==> src/design/mute_solo_fader_8ch_defines.svh <==
// Assertion macros shared by the mute/solo fader RTL.
`ifndef MUTE_SOLO_FADER_8CH_DEFINES_SVH
`define MUTE_SOLO_FADER_8CH_DEFINES_SVH

// Same-cycle implication, checked out of reset.
`define MSF_ASSERT_IMP(lbl, ante, cons, msg) \
  lbl: assert property (@(posedge clk_i) disable iff (!rst_ni) (ante) |-> (cons)) \
    else $error(msg);

// Next-cycle implication, checked out of reset.
`define MSF_ASSERT_NXT(lbl, ante, cons, msg) \
  lbl: assert property (@(posedge clk_i) disable iff (!rst_ni) (ante) |=> (cons)) \
    else $error(msg);

`endif

==> src/design/msf_pkg.sv <==
// Types and constants of the mute/solo fader.
package msf_pkg;

  localparam int NUM_CH    = 8;
  localparam int SAMPLE_W  = 24;
  localparam int GAIN_W    = 24;
  localparam int GAIN_FRAC = 23;
  localparam int STEP_W    = 24;
  localparam int CNT_W     = 4;
  localparam int ACT_W     = 5;
  localparam int IN_W      = 216;
  localparam int OUT_W     = 200;
  localparam logic [GAIN_W-1:0] GAIN_ONE = GAIN_W'(1) << GAIN_FRAC;
  localparam logic [STEP_W-1:0] STEP_RESET = STEP_W'(1511);

  typedef enum logic [1:0] {
    ST_UNMUTED    = 2'd0,
    ST_SOLO       = 2'd1,
    ST_SOLO_MUTED = 2'd2,
    ST_MUTED      = 2'd3
  } btn_e;

  typedef enum logic {
    REG_FADE_STEP   = 1'b0,
    REG_SHRINK_MODE = 1'b1
  } cfg_reg_e;

  // Frame-wide controls broadcast to every lane.
  typedef struct packed {
    logic              accept;
    logic              normal;
    logic              resync;
    logic              flip;
    logic              solo_on;
    logic              solo_new;
    logic [STEP_W-1:0] fade_step;
  } lane_ctrl_t;

endpackage

==> src/design/msf_lane.sv <==
// One channel lane: transition machine, gain ramp and gain multiply.
module msf_lane (
  input  logic                                 clk_i,
  input  logic                                 rst_ni,
  input  msf_pkg::lane_ctrl_t                  ctrl_i,
  input  logic                                 lane_act_i,
  input  logic                                 load_i,
  input  logic signed [msf_pkg::SAMPLE_W-1:0]  sample_i,
  input  msf_pkg::btn_e                        button_i,
  output logic signed [msf_pkg::SAMPLE_W-1:0]  sample_o,
  output logic signed [msf_pkg::SAMPLE_W-1:0]  prod_o,
  output logic                                 audible_o,
  output msf_pkg::btn_e                        last_o
);
  import msf_pkg::*;

  localparam int PROD_W = SAMPLE_W + GAIN_W + 1;

  typedef struct packed {
    logic [GAIN_W-1:0] g;
    logic              ra;
    logic              rd;
  } fade_t;

  btn_e              last_q, status_q, saved_q;
  logic [GAIN_W-1:0] gain_q;
  logic              ra_q, rd_q;

  btn_e              status_d, saved_d;
  fade_t             f;
  logic              step_nz;
  logic [GAIN_W:0]   up_sum;
  logic              aud_d;

  logic signed [SAMPLE_W-1:0] sample_q;
  logic [GAIN_W-1:0]          gain1_q;
  logic                       aud_q;
  logic signed [PROD_W-1:0]   prod, prod_r;

  function automatic fade_t fade(fade_t fi, logic up, logic nz);
    fade_t fo;
    fo = fi;
    if (nz) begin
      fo.ra = 1'b1;
      fo.rd = !up;
    end else begin
      fo.g  = up ? GAIN_ONE : '0;
      fo.ra = 1'b0;
    end
    return fo;
  endfunction

  assign step_nz = (ctrl_i.fade_step != '0);

  always_comb begin
    status_d = status_q;
    saved_d  = saved_q;
    f.g      = gain_q;
    f.ra     = ra_q;
    f.rd     = rd_q;
    up_sum   = '0;
    // re-sync from the last recorded button after shrink mode
    if (ctrl_i.resync) begin
      f.ra = 1'b0;
      case (last_q)
        ST_UNMUTED: begin
          saved_d = ST_UNMUTED; status_d = ST_UNMUTED; f.g = GAIN_ONE;
        end
        ST_MUTED: begin
          saved_d = ST_MUTED; status_d = ST_MUTED; f.g = '0;
        end
        default: begin
          saved_d  = (last_q == ST_SOLO) ? ST_UNMUTED : ST_MUTED;
          status_d = last_q;
          f.g      = GAIN_ONE;
        end
      endcase
    end
    // solo engaged or released
    if (ctrl_i.flip) begin
      if (ctrl_i.solo_on) begin
        if (status_d == ST_UNMUTED || status_d == ST_MUTED) begin
          f = fade(f, 1'b0, step_nz);
          saved_d = status_d;
        end
      end else if (saved_d == ST_UNMUTED) begin
        f = fade(f, 1'b1, step_nz);
        status_d = ST_UNMUTED;
      end else if (saved_d == ST_MUTED) begin
        f = fade(f, 1'b0, step_nz);
        status_d = ST_MUTED;
      end
    end
    // button change
    if (button_i != last_q) begin
      case (last_q)
        ST_UNMUTED: begin
          if (button_i == ST_MUTED) begin
            saved_d = ST_MUTED;
            if (ctrl_i.normal) f = fade(f, 1'b0, step_nz);
            status_d = ST_MUTED;
          end else if (button_i == ST_SOLO) begin
            if (ctrl_i.normal) f = fade(f, 1'b1, step_nz);
            status_d = ST_SOLO;
            if (!ctrl_i.solo_on) saved_d = ST_UNMUTED;
          end else begin
            if (ctrl_i.normal) f = fade(f, 1'b1, step_nz);
            status_d = ST_SOLO_MUTED;
          end
        end
        ST_MUTED: begin
          if (button_i == ST_UNMUTED) begin
            if (ctrl_i.normal && !ctrl_i.solo_on) f = fade(f, 1'b1, step_nz);
            saved_d = ST_UNMUTED; status_d = ST_UNMUTED;
          end else if (button_i == ST_SOLO) begin
            if (ctrl_i.normal) f = fade(f, 1'b1, step_nz);
            status_d = ST_SOLO;
          end else begin
            if (ctrl_i.normal) f = fade(f, 1'b1, step_nz);
            status_d = ST_SOLO_MUTED;
            if (!ctrl_i.solo_on) saved_d = ST_MUTED;
          end
        end
        ST_SOLO_MUTED: begin
          if (button_i == ST_UNMUTED) begin
            if (ctrl_i.solo_on) begin
              if (ctrl_i.normal) f = fade(f, saved_d != ST_MUTED, step_nz);
              saved_d = ST_UNMUTED;
            end else if (ctrl_i.normal) begin
              f = fade(f, 1'b1, step_nz);
            end
            status_d = ST_UNMUTED;
          end else if (button_i == ST_MUTED) begin
            if (ctrl_i.normal) f = fade(f, 1'b0, step_nz);
            status_d = ST_MUTED;
          end
        end
        default: begin
          if (button_i == ST_UNMUTED) begin
            if (ctrl_i.normal) f = fade(f, !ctrl_i.solo_on, step_nz);
            status_d = ST_UNMUTED;
          end else if (button_i == ST_MUTED) begin
            if (ctrl_i.normal) f = fade(f, 1'b0, step_nz);
            status_d = ST_MUTED;
          end
        end
      endcase
    end
    // advance the ramp, clamp at the bounds
    if (ctrl_i.normal && lane_act_i && f.ra) begin
      if (!f.rd) begin
        up_sum = {1'b0, f.g} + {1'b0, ctrl_i.fade_step};
        if (up_sum > {1'b0, GAIN_ONE}) begin
          f.ra = 1'b0;
          f.g  = GAIN_ONE;
        end else begin
          f.g = up_sum[GAIN_W-1:0];
        end
      end else if (ctrl_i.fade_step > f.g) begin
        f.ra = 1'b0;
        f.g  = '0;
      end else begin
        f.g = f.g - ctrl_i.fade_step;
      end
    end
    aud_d = ctrl_i.solo_new ? (status_d == ST_SOLO || status_d == ST_SOLO_MUTED)
                            : (status_d == ST_UNMUTED);
  end

  always_ff @(posedge clk_i or negedge rst_ni) begin
    if (!rst_ni) begin
      last_q   <= ST_UNMUTED;
      status_q <= ST_UNMUTED;
      saved_q  <= ST_UNMUTED;
      gain_q   <= GAIN_ONE;
      ra_q     <= 1'b0;
      rd_q     <= 1'b0;
    end else if (ctrl_i.accept) begin
      last_q   <= button_i;
      status_q <= status_d;
      saved_q  <= saved_d;
      gain_q   <= f.g;
      ra_q     <= f.ra;
      rd_q     <= f.rd;
    end
  end

  always_ff @(posedge clk_i) begin
    if (load_i) begin
      sample_q <= sample_i;
      gain1_q  <= f.g;
      aud_q    <= aud_d;
    end
  end

  // round half up, floor on the shifted product
  assign prod   = PROD_W'(sample_q) * $signed({1'b0, gain1_q});
  assign prod_r = prod + (PROD_W'(1) << (GAIN_FRAC - 1));
  assign prod_o = prod_r[GAIN_FRAC +: SAMPLE_W];

  assign sample_o  = sample_q;
  assign audible_o = aud_q;
  assign last_o    = last_q;

endmodule

==> config.mk <==
export PLATFORM = sky130hd
export DESIGN_NAME = msf_lane
export DESIGN_NICKNAME = d
export VERILOG_FILES = /design/src/design/mute_solo_fader_8ch_defines.svh /design/src/design/msf_pkg.sv /design/src/design/msf_lane.sv
export SDC_FILE = /design/constraint.sdc
export NUM_CORES = 2
export LEC_CHECK = 0
export BUFFER_PORTS_ARGS = -buffer_cell sky130_fd_sc_hd__buf_2
export CELL_PAD_IN_SITES_DETAIL_PLACEMENT = 0
export CELL_PAD_IN_SITES_GLOBAL_PLACEMENT = 2
export CORE_UTILIZATION = 40
export CTS_CLUSTER_SIZE = 28
export DETAILED_ROUTE_END_ITERATION = 16
export PLACE_DENSITY = 0.81
export SYNTH_ARGS = -nofsm -noshare
export SYNTH_HDL_FRONTEND = slang
export SYNTH_SLANG_ARGS = --single-unit
==> constraint.sdc <==
create_clock -name clk_i -period 18.7 [get_ports clk_i]
set_input_delay 3.74 -clock clk_i [delete_from_list [all_inputs] [get_ports clk_i]]
set_output_delay 3.74 -clock clk_i [all_outputs]
set_load 0.01 [all_outputs]
## Word level (Yosys, flattened, before mapping)

Cells that the tools add are included.

- Register bits after elaboration: 81
- Input bits: 60
- Output and inout port bits: 51
- Logic and storage cells: 110

- Add/sub/neg operators: 3
- Multipliers: 1
- $lt $le $gt $ge: 2
- Eq/ne operators: 11
- Multiplexer cells: 71
- Reduce and logical (&&, ||, !) cells: 13

Operator list:

| cell | count |
|---|---|
| 26-bit 2-to-1 mux | 17 |
| 24-bit 2-to-1 mux | 11 |
| 26-bit case mux with 3 select lines | 1 |
| 25-bit 2-to-1 mux | 3 |
| 2-bit 2-to-1 mux | 25 |
| 47-bit by 24-bit adder with 47-bit output, second input constant | 1 |
| 24-bit by 25-bit multiplier with 47-bit output | 1 |
| 24-bit by 24-bit adder with 25-bit output | 1 |
| 25-bit by 24-bit > comparator with 1-bit output, second input constant | 1 |
| 24-bit > comparator | 1 |
| 24-bit nonzero test | 1 |
| 24-bit subtractor | 1 |
| 2-bit equality test, second input constant | 6 |
| 2-bit case mux with 2 select lines | 3 |
| 2-bit zero test | 5 |
| 1-bit 2-to-1 mux | 10 |
| 2-bit by 1-bit equality test with 1-bit output, second input constant | 3 |
| 2-bit case mux with 3 select lines | 1 |
| 1-bit logical AND | 3 |
| 1-bit zero test | 2 |
| 1-bit logical OR | 2 |
| 2-bit inequality test | 1 |
| 2-bit inequality test, second input constant | 1 |

## Longest topological paths before layout

- Word-level depth: 21
- Depth in mapped cells: 28
- Depth with buffers taken out: 27

## Worst setup path after synthesis

No wires, ideal clock.

- Path type: register to output
- From: register sample_q[0] (netlist: sample_o[0])
- To: output prod_o[23] (netlist bit)
- Data arrival time: 7,131 ps
- Data required time: 14,960 ps
- Slack: 7,829 ps
- Stages on the path, launching flop included: 29
- Cell sequence: edfxtp_1 clkbuf_1 and2_1 fa_1 inv_1 fa_1 inv_1 fa_1 inv_1 fa_1 inv_1 fa_1 inv_1 fa_1 inv_1 fa_1 ha_1 a211oi_1 o22ai_1 nor4b_1 o21ai_0 o211ai_1 o211ai_1 nand4_1 a31oi_1 o41ai_1 o21ai_0 a21oi_1 xnor2_1

- Longest elaborated chain between the ends: 2

RTL lines:

| what | line | RTL |
|---|---|---|
| from (decl) | msf_lane.sv:35 | `logic signed [SAMPLE_W-1:0] sample_q;` |
| from (signal assigned) | msf_lane.sv:190 | `sample_q <= sample_i;` |
| 24-bit by 25-bit multiplier with 47-bit output | msf_lane.sv:197 | `assign prod = PROD_W'(sample_q) * $signed({1'b0, gain1_q});` |
| 47-bit by 24-bit adder with 47-bit output | msf_lane.sv:198 | `assign prod_r = prod + (PROD_W'(1) << (GAIN_FRAC - 1));` |
| to (decl) | msf_lane.sv:11 | `output logic signed [msf_pkg::SAMPLE_W-1:0] prod_o,` |

Every way passes these cells.

## Final worst setup path

- From: register sample_q[9] (netlist: sample_o[9])
- To: output prod_o[23] (netlist bit)

The elaborated chain is that of the path after synthesis.

==> reports/results.txt <==
On the critical path, the stage with the largest delay is an instance of sky130_fd_sc_hd__edfxtp_1. Derived from the worst setup path, the maximum achievable clock frequency is 77.9 MHz. The final-layout setup total negative slack is 0 ns. The share of the yosys chip area belonging to registers is 0.0915.

The met1 track demand over resource in global routing was 0.297; the area of the core was 0.0608 mm^2. Clock tree synthesis selected as its root buffer the cell sky130_fd_sc_hd__clkbuf_16. The period utilization is 0.686, and the number of synthesized register bits is 81. Relative slew slack: 0.229. Clock period minus worst slack: 12.83 ns.

Clock-pin slew was measured on the worst setup and hold paths at 0.07 ns. By area the synthesized netlist is led by sky130_fd_sc_hd__fa_1 (39%), sky130_fd_sc_hd__ha_1 (12%), sky130_fd_sc_hd__inv_1 (8.3%), sky130_fd_sc_hd__nand2_1 (6.6%), sky130_fd_sc_hd__edfxtp_1 (5.9%). The clock tree synthesis step divided the H-tree into 3 levels.

Setup repair after global routing left no endpoint under its margin. Counting every net in the synthesized netlist gives 3582. The flow ran to the end, and the final reports show no timing, DRC or antenna violations. For this run, the detailed router's first-pass iteration total came to 5. Via count of the first global-routing pass: 20800.

The total overflow left after global routing is 0. The met3 routing resource usage after global routing was 0.0192. Detail-routed via count per cell: 5.34.

The element type at the critical path end was an output port. Hold repair after CTS inserted 0 buffers. The first global-routing pass estimated 118000 um of wire. For the worst setup path, the data arrival time is 9.09 ns. For the number of warnings printed during yosys synthesis, the log shows 0. Summing every instance area after synthesis gives 0.0248 mm^2. The number of cells upsized or downsized after cts is 0, and the number of max-cap violations is 0.

In this run the worst path has a maximum fanout of 25. The area added between synthesis and finish came out at 6.55%. Area share of the largest cell type after synthesis: 0.390. Entering global routing, the biggest net connects 50 pins. The delay of the slowest critical-path stage came out at 1.11 ns.

The count of nets left with antenna violations once routing finished came out at 0. For the final hold violation count, the log shows 0. Counting every sink on the clock net gives 81. The post-route core utilization came out at 0.435. The congestion estimate from routability-driven global placement came to 0.888. Number of buffers inserted to repair setup after CTS: 0. The number of remaining DRC errors was 0. The tools report the final max-slew violation count as 0. The cell that appears most often on the critical path is sky130_fd_sc_hd__fa_1. The met2 capacity usage during global routing was 0.444. For the worst setup path, the data required time is 14.96 ns.

The proportion of layout cells with a drive suffix above 1 is 0.0740. For the detailed router's first-iteration violation count, the log shows 936. In the synthesized netlist the dominant register cell turns out to be sky130_fd_sc_hd__edfxtp_1. The tools report the overall routing resource usage as 0.243.

The path class of the tightest hold or removal check is reg -> reg. The via count of the routed design was 19300. On the final layout, the worst clock skew is 0.00760 ns. The mean post-synth cell area is 8.87 um^2, and the gate count of the mapped netlist is 2800. The transition at the pin with the smallest max-transition slack was 1.16 ns; the number of buffers added by the clock tree synthesis step was 9. Die area: 0.0631 mm^2. After global routing, the most crowded layer is met2. In this run, synthesis inferred 49 flip-flops with an integrated enable.

The library cells used most frequently in the layout, excluding fill and tap cells, are sky130_fd_sc_hd__inv_1 (547), sky130_fd_sc_hd__fa_1 (484), sky130_fd_sc_hd__nand2_1 (438). 111 I/O pins were placed. The worst setup path is launched from a flip-flop.

The initial antenna violation count is 0, and the clock latency reported for the late side of the worst-skew pair is 0.37 ns. The number of buffers inserted by port buffering was 110. The clock passes through at most 2 buffers. For the number of endpoints failing setup at the final stage, the log shows 0. The initial cell density of the core is 0.408.

The category of the most critical setup path is reg -> out. The repair_antennas step left the layout with diodes totalling 0. The most common cell after layout, fill and taps aside is sky130_fd_sc_hd__inv_1.

TritonCTS built the clock tree. Net count of the finished layout: 3603. Measured along the y axis, the die boundary spans 251 um. The post-synthesis async set-or-reset flop share is 0.395. Cell type contributing the most total cell area after synthesis: sky130_fd_sc_hd__fa_1. The wire length after detailed routing was 74400 um. The floorplan die width was 251 um.

In this run, distinct cell masters in the synthesized netlist total 84. After detailed routing, the average wire length per cell comes to 20.6 um. After legalization and detailed placement, the total HPWL measured 58100 um.

The floorplan has 90 rows. The setup check on the worst reg-to-reg path leaves a slack of 10.97 ns. Hold timing on the final database bottoms out at a slack of 0.479 ns.
## critical path: cells and delay by family, from the launching register on
kind | cells | cell delay, ns
compound gates | 9 | 2.55
fa+ha+maj | 8 | 3.82
buf+inv | 7 | 0.58
flops | 1 | 1.11
simple gates | 3 | 0.50
xor+xnor | 1 | 0.13
## state kept, by name, indices dropped and copies added (netlist names)
name and flops:
rd_q 1, ra_q 1, sample_o 24, gain1_q 24, saved_q 2, audible_o 1, status_q 2, last_o 2
gain_q 24
## stage by stage
stage | cells | setup slack [ns] | cell area [um^2]
floorplan | 2800 | 7.83 | 24800
global placement | 3592 | 6.44 | 26100
detailed placement | 3592 | 6.31 | 26100
CTS | 3608 | 5.85 | 26500
global route | 3608 | 5.34 | 26500
finish | 3608 | 5.87 | 26500
## synth_stat cells, drive strengths merged, types with 31 or more instances
library cell / n
a21oi: 72
and2: 217
clkbuf: 138
dfrtp: 31
edfxtp: 49
fa: 484
ha: 238
inv: 549
nand2: 440
nand2b: 39
nor2: 97
o21ai: 62
xnor2: 44
## final cells by class
class	count	area [um^2]
Fill cell	6059	34300
Multi-Input combinational cell	2027	20000
Sequential cell	81	2270
Inverter	549	2060
Tap cell	782	978
Timing Repair Buffer	153	873
Clock buffer	12	289
Clock inverter	4	28.8
## routing by layer
layer,up-vias,share of wire
met1,9914,0.41
li1,8727,-
met5,-,0
met4,0,0.036
met2,482,0.52
met3,129,0.035
## worst paths after layout
path	startpoint	to	depth (start not counted)
setup / recovery	sample_o[9]$_DFFE_PP_	prod_o[23]	28
hold / removal	gain_q[5]$_DFFE_PN0P_	gain_q[5]$_DFFE_PN0P_	2
setup reg to reg	last_o[1]$_DFFE_PN0P_	gain1_q[22]$_DFFE_PP_	21
hold reg to reg	gain_q[5]$_DFFE_PN0P_	gain_q[5]$_DFFE_PN0P_	2
max in group asynchronous	rst_ni	rd_q$_DFFE_PN0P_	1
min in group asynchronous	rst_ni	gain_q[2]$_DFFE_PN0P_	1
## cell families after synthesis
family          after synthesis  share of synthesized area
xor+xnor                     54                     0.0190
compound gates              335                     0.0944
buf+inv                     692                      0.106
flops                        81                     0.0915
simple gates                899                      0.172
mux                          17                    0.00761
fa+ha+maj                   722                      0.510
Power is not shown: default switching activity piles up to over one toggle a cycle in this logic, so the estimate is an artifact.
